$ cat src/design/palette_greyscale_remap_top_defines.svh
// ----------------------------------------------------------------------------
// palette_greyscale_remap_top_defines.svh
// Assertion macros shared by the palette grey remap design files.
// ----------------------------------------------------------------------------
`ifndef PALETTE_GREYSCALE_REMAP_TOP_DEFINES_SVH
`define PALETTE_GREYSCALE_REMAP_TOP_DEFINES_SVH

`ifndef ASSERT_OFF
// same-cycle implication
`define PGR_ASSERT_NOW(label, clk, rst_n, ante, cons) \
    label: assert property (@(posedge clk) disable iff (!rst_n) (ante) |-> (cons)) \
        else $error("pgr assertion failed");
// next-cycle implication
`define PGR_ASSERT_NEXT(label, clk, rst_n, ante, cons) \
    label: assert property (@(posedge clk) disable iff (!rst_n) (ante) |=> (cons)) \
        else $error("pgr assertion failed");
`else
`define PGR_ASSERT_NOW(label, clk, rst_n, ante, cons)
`define PGR_ASSERT_NEXT(label, clk, rst_n, ante, cons)
`endif

`endif

$ cat src/design/pgr_pkg.sv
// ----------------------------------------------------------------------------
// pgr_pkg
// Types and constants of the palette grey remap block.
// ----------------------------------------------------------------------------
package pgr_pkg;

    localparam int MAX_ENTRIES_DEF = 256;

    localparam logic [8:0] SIZE_RESET = 9'd256;

    // request codes
    localparam logic REQ_LOAD  = 1'b0;
    localparam logic REQ_QUERY = 1'b1;

    // result index when no grey entry exists
    localparam logic [7:0] NONE_IDX = 8'd255;

    // distance start value, above any 8-bit distance
    localparam logic [8:0] DIST_INIT = 9'd256;

    // x / 10 == (x * 6554) >> 16 for x <= 2550
    localparam logic [12:0] RECIP_10    = 13'd6554;
    localparam int          RECIP_SHIFT = 16;

    typedef enum logic [2:0] {
        ST_IDLE,
        ST_FETCH,
        ST_SUM,
        ST_DIV,
        ST_SCAN,
        ST_DRAIN,
        ST_RESULT
    } t_state;

    typedef struct packed {
        logic       clear;
        logic       valid;
        logic [7:0] idx;
    } t_track_ctl;

endpackage

$ cat src/design/pgr_best_track.sv
// ----------------------------------------------------------------------------
// pgr_best_track
// Distance/compare unit: keeps the nearest grey candidate so far.
// ----------------------------------------------------------------------------
`include "palette_greyscale_remap_top_defines.svh"

module pgr_best_track (
    input  logic               i_clk,
    input  logic               i_rst_n,
    input  pgr_pkg::t_track_ctl i_ctl,
    input  logic [7:0]         i_red,
    input  logic [7:0]         i_grey,
    output logic [7:0]         o_best_idx,
    output logic               o_found
);

    logic [7:0] gap;
    logic       better;
    logic [8:0] r_dist;
    logic [7:0] r_best_idx;
    logic       r_found;

    assign gap    = (i_red > i_grey) ? (i_red - i_grey) : (i_grey - i_red);
    // strict compare keeps the first (lowest) index on a tie
    assign better = i_ctl.valid && ({1'b0, gap} < r_dist);

    always_ff @(posedge i_clk) begin
        if (!i_rst_n) begin
            r_found <= 1'b0;
        end else if (i_ctl.clear) begin
            r_found <= 1'b0;
        end else if (better) begin
            r_found <= 1'b1;
        end
    end

    always_ff @(posedge i_clk) begin
        if (i_ctl.clear) begin
            r_dist     <= pgr_pkg::DIST_INIT;
            r_best_idx <= pgr_pkg::NONE_IDX;
        end else if (better) begin
            r_dist     <= {1'b0, gap};
            r_best_idx <= i_ctl.idx;
        end
    end

    assign o_best_idx = r_best_idx;
    assign o_found    = r_found;

    `PGR_ASSERT_NEXT(a_clear_drops_found, i_clk, i_rst_n, i_ctl.clear, !r_found)
    `PGR_ASSERT_NOW(a_found_has_index, i_clk, i_rst_n, r_found, r_best_idx != pgr_pkg::NONE_IDX)
    `PGR_ASSERT_NOW(a_found_from_hit, i_clk, i_rst_n, $rose(r_found), $past(i_ctl.valid))

endmodule

$ cat config.mk
export PLATFORM = sky130hd
export DESIGN_NAME = pgr_best_track
export DESIGN_NICKNAME = d
export VERILOG_FILES = /design/src/design/pgr_pkg.sv /design/src/design/pgr_best_track.sv
export VERILOG_INCLUDE_DIRS = /design/src /design/src/design
export SDC_FILE = /design/constraint.sdc
export NUM_CORES = 1
export LEC_CHECK = 0
export ABC_AREA = 1
export ABC_CLOCK_PERIOD_IN_PS = 3750
export BUFFER_PORTS_ARGS = -buffer_cell sky130_fd_sc_hd__buf_4
export CORE_MARGIN = 4
export CORE_UTILIZATION = 49
export CTS_CLUSTER_SIZE = 25
export DETAILED_ROUTE_END_ITERATION = 10
export GPL_TIMING_DRIVEN = 0
export HOLD_SLACK_MARGIN = 0.03
export MAX_ROUTING_LAYER = met4
export PLACE_DENSITY = 0.81
export SYNTH_ARGS = -nofsm -noshare
export SYNTH_HDL_FRONTEND = slang
export SYNTH_SLANG_ARGS = --single-unit
$ cat constraint.sdc
create_clock -name i_clk -period 3.75 [get_ports i_clk]
set_clock_uncertainty 0.15 [all_clocks]
set_input_delay 0.75 -clock i_clk [delete_from_list [all_inputs] [get_ports i_clk]]
set_output_delay 0.75 -clock i_clk [all_outputs]
set_load 0.02 [all_outputs]
==> impl_metrics.sql <==
INSERT INTO impl_metrics (metric_group, metric, value, unit) VALUES
('outcome', 'run_status', 'completed', ''),
('clocking', 'cts_inserted_buffers', '3', ''),
('synthesis', 'synth_cell_types', '22', ''),
('floorplanning', 'num_io_pins', '37', ''),
('layout', 'final_cell_area', '2130', 'um^2'),
('placed_design', 'placed_cells_incl_taps', '365', ''),
('hold_path', 'worst_hold_path.num_cells', '2', ''),
('pwr', 'ir_drop', '0.000108', 'V'),
('pwr', 'cellLeakagePower', '1.23', 'nW'),
('critical_path', 'ff2ff_setup_slack', '1860', 'ps'),
('hold_path', 'critical_hold_path_startpoint', 'r_dist[0]', ''),
('timing', 'layout_worst_path_cycle_share', '0.924', ''),
('synthesis', 'synth_warnings', '0', ''),
('critical_path', 'cp.arrival', '3490', 'ps'),
('timing', 'fin_tns_setup', '0', 'ps'),
('drt', 'postRouteAntennaNets', '0', ''),
('synthesis', 'avg_synthesized_cell_area', '6.18', 'um^2'),
('critical_path', 'timing.rr.start', 'r_dist[4]', ''),
('grt', 'first_global_vias', '1488', ''),
('flow_run', 'cap_viol_max_count', '0', ''),
('drt', 'first_pass_drt_iterations', '4', ''),
('grt', 'grt_antenna_before_repair', '0', ''),
('layout', 'final-instance-count-excl-fill', '371', ''),
('grt', 'grt_pass1_wl', '5750', 'um'),
('floorplanning', 'die_width', '67.7', 'um'),
('critical_path', 'worst-r2r-cell-count', '11', ''),
('critical_path', 'criticalPathCategory', 'primary input to register', ''),
('drt', 'wire_length_per_cell_after_detailed_routing', '9.33', 'um'),
('critical_path', 'worst_setup_path_end_kind', 'register', ''),
('critical_path', 'startpoint_type', 'primary input', ''),
('timing', 'rsz0062_at_grt', 'false', ''),
('critical_path', 'cp_max_fo', '10', ''),
('synthesis', 'dominantRegCellSynth', 'sky130_fd_sc_hd__dfxtp_1', ''),
('synthesis', 'synth-async-reset-ratio', '0', ''),
('synthesis', 'cell_types_occupying_the_most_area_after_synthesis', 'sky130_fd_sc_hd__dfxtp_1, sky130_fd_sc_hd__nand2_1, sky130_fd_sc_hd__ha_1, sky130_fd_sc_hd__inv_1, sky130_fd_sc_hd__nand3_1', ''),
('critical_path', 'worst_ep_required_time', '3780', 'ps'),
('drt', 'via_per_inst', '4.60', ''),
('drt', 'drtIter0Drc', '78', ''),
('clocking', 'cts-hold-fix-buffers', '0', ''),
('grt', 'grt_remaining_overflow', '0', ''),
('clocking', 'ctsLongestPathBuffers', '2', ''),
('timing', 'fin_ws', '286', 'ps'),
('timing', 'worst_slew_margin_rel', '0.745', ''),
('layout', 'most-common-layout-cells', 'sky130_fd_sc_hd__nand2_1, sky130_fd_sc_hd__inv_1, sky130_fd_sc_hd__buf_4', ''),
('layout', 'layout.nets', '379', ''),
('hold_path', 'timing.hold.worst_endpoint', 'r_dist[0]', ''),
('placed_design', 'placement.cell_area', '2080', 'um^2'),
('floorplanning', 'effective_utilization_at_floorplan', '0.516', ''),
('drt', 'route.detailed.drc', '0', ''),
('synthesis', 'synth_top_area_frac', '0.206', ''),
('placed_design', 'port-buffer-count', '36', ''),
('layout', 'fin_util', '0.628', ''),
('layout', 'layout-area-overhead-vs-synth', '21.6', '%'),
('floorplanning', 'rows', '21', ''),
('clocking', 'clkSlewWorstSetupHoldPaths', '90', 'ps'),
('synthesis', 'synth_enable_flop_cells', '0', ''),
('timing', 'period_minus_slack', '3460', 'ps'),
('timing', 'timing_max_transition_violations_final', '0', ''),
('layout', 'layout_commonest_cell', 'sky130_fd_sc_hd__nand2_1', ''),
('timing', 'timing_worst_slew_pin_value', '383', 'ps'),
('synthesis', 'synth.largest_area_cell', 'sky130_fd_sc_hd__dfxtp_1', ''),
('synthesis', 'synth.yosys.seq_area_share', '0.206', ''),
('pwr', 'power', '0.693', 'mW'),
('grt', 'grt_util_all_layers', '0.163', ''),
('timing', 'number_of_setup_violations_in_the_final_report', '0', ''),
('placed_design', 'hpwl_after_detailed_placement', '2960', 'um'),
('timing', 'timing_hold_violations_final', '0', ''),
('clocking', 'clock_tree.root_cell', 'sky130_fd_sc_hd__clkbuf_4', ''),
('synthesis', 'synth_fp_nets', '335', ''),
('layout', 'n_antenna_cell', '0', ''),
('clocking', 'tritoncts', 'done', '');
-- power breakdown --
group	leakage, nW	internal (mW)	switching [mW]
Sequential	0.150	0.221	0.0129
Clock	0.0138	0.0373	0.0543
Combinational	1.07	0.154	0.214
Total	1.23	0.412	0.281
-- critical path: stages --
cell	delay [ps]
sky130_fd_sc_hd__buf_4	120
sky130_fd_sc_hd__inv_1	50
sky130_fd_sc_hd__ha_1	130
sky130_fd_sc_hd__inv_1	80
sky130_fd_sc_hd__fa_1	430
sky130_fd_sc_hd__nand3_1	90
sky130_fd_sc_hd__nand3_1	110
sky130_fd_sc_hd__nand2_2	100
sky130_fd_sc_hd__nand2_2	70
sky130_fd_sc_hd__nand2_4	140
sky130_fd_sc_hd__nand2_1	70
sky130_fd_sc_hd__nand2_1	110
sky130_fd_sc_hd__inv_1	60
sky130_fd_sc_hd__ha_1	280
sky130_fd_sc_hd__nand2_1	60
sky130_fd_sc_hd__a21oi_1	60
sky130_fd_sc_hd__nor2_1	130
sky130_fd_sc_hd__nand3_1	130
sky130_fd_sc_hd__nor2_4	180
sky130_fd_sc_hd__buf_2	250
sky130_fd_sc_hd__a21oi_1	90
-- synth_stat cells (2+ instances only) --
cell type and n:
sky130_fd_sc_hd__nand2_1 94, sky130_fd_sc_hd__inv_1 59, sky130_fd_sc_hd__nand3_1 24, sky130_fd_sc_hd__ha_1 22
sky130_fd_sc_hd__dfxtp_1 18, sky130_fd_sc_hd__nor2_1 17, sky130_fd_sc_hd__a21oi_1 9, sky130_fd_sc_hd__nand4_1 6
sky130_fd_sc_hd__o21ai_0 6, sky130_fd_sc_hd__nand2_2 5, sky130_fd_sc_hd__buf_2 3, sky130_fd_sc_hd__o21ai_2 3
sky130_fd_sc_hd__xnor2_1 3, sky130_fd_sc_hd__xor2_1 3, sky130_fd_sc_hd__a21oi_2 2, sky130_fd_sc_hd__buf_4 2
sky130_fd_sc_hd__fa_1 2
-- logic make-up after synthesis --
family / count (synthesis) / share of synthesized area
AND/OR/NAND/NOR: 150 / 0.370
buffers and inverters: 65 / 0.146
adder cells (fa/ha/maj): 24 / 0.180
AO/OA/AOI/OAI: 20 / 0.0680
flip-flops: 18 / 0.206
XOR/XNOR: 6 / 0.0300
-- area by class of cell --
| type | instances | area, um^2 |
|---|---|---|
| fill | 312 | 1260 |
| inverter | 59 | 221 |
| tap | 46 | 57.6 |
| multi-input combinational | 200 | 1140 |
| sequential | 18 | 360 |
| buffer | 6 | 33.8 |
| clock buffer | 3 | 22.5 |
| timing repair buffer | 39 | 293 |
-- flip-flops by register name (all words and copies together) (netlist names) --
signal      count
o_best_idx      8
r_dist          9
o_found         1
-- how the worst max path moves through the flow --
stage / slack [ps] / end / start / depth (start not counted)
global route: 10 / o_best_idx[2] / i_red[0] / 23
detailed placement: -100 / o_best_idx[2] / i_red[0] / 21
global placement: -60 / r_dist[5] / i_red[0] / 21
floorplan: 430 / r_dist[3] / i_red[0] / 20
finish: 290 / r_dist[6] / i_red[0] / 21
CTS: 200 / o_best_idx[2] / i_red[0] / 21
-- layer usage --
metal  global-route usage  share of wire  vias up
met2                0.318           0.52       30
met1                0.172           0.44      726
met4               0.0532          0.010        0
met5                    -              0        -
li1                     -              -      947
met3              0.00998          0.033        4
-- repair_timing --
| item | CTS | global route |
|---|---|---|
| gates resized for setup | 0 | 1 |
| endpoints found under the setup margin | 0 | 12 |
| setup buffers | 0 | 3 |
No activity file was read; power rests on OpenSTA's default activity.
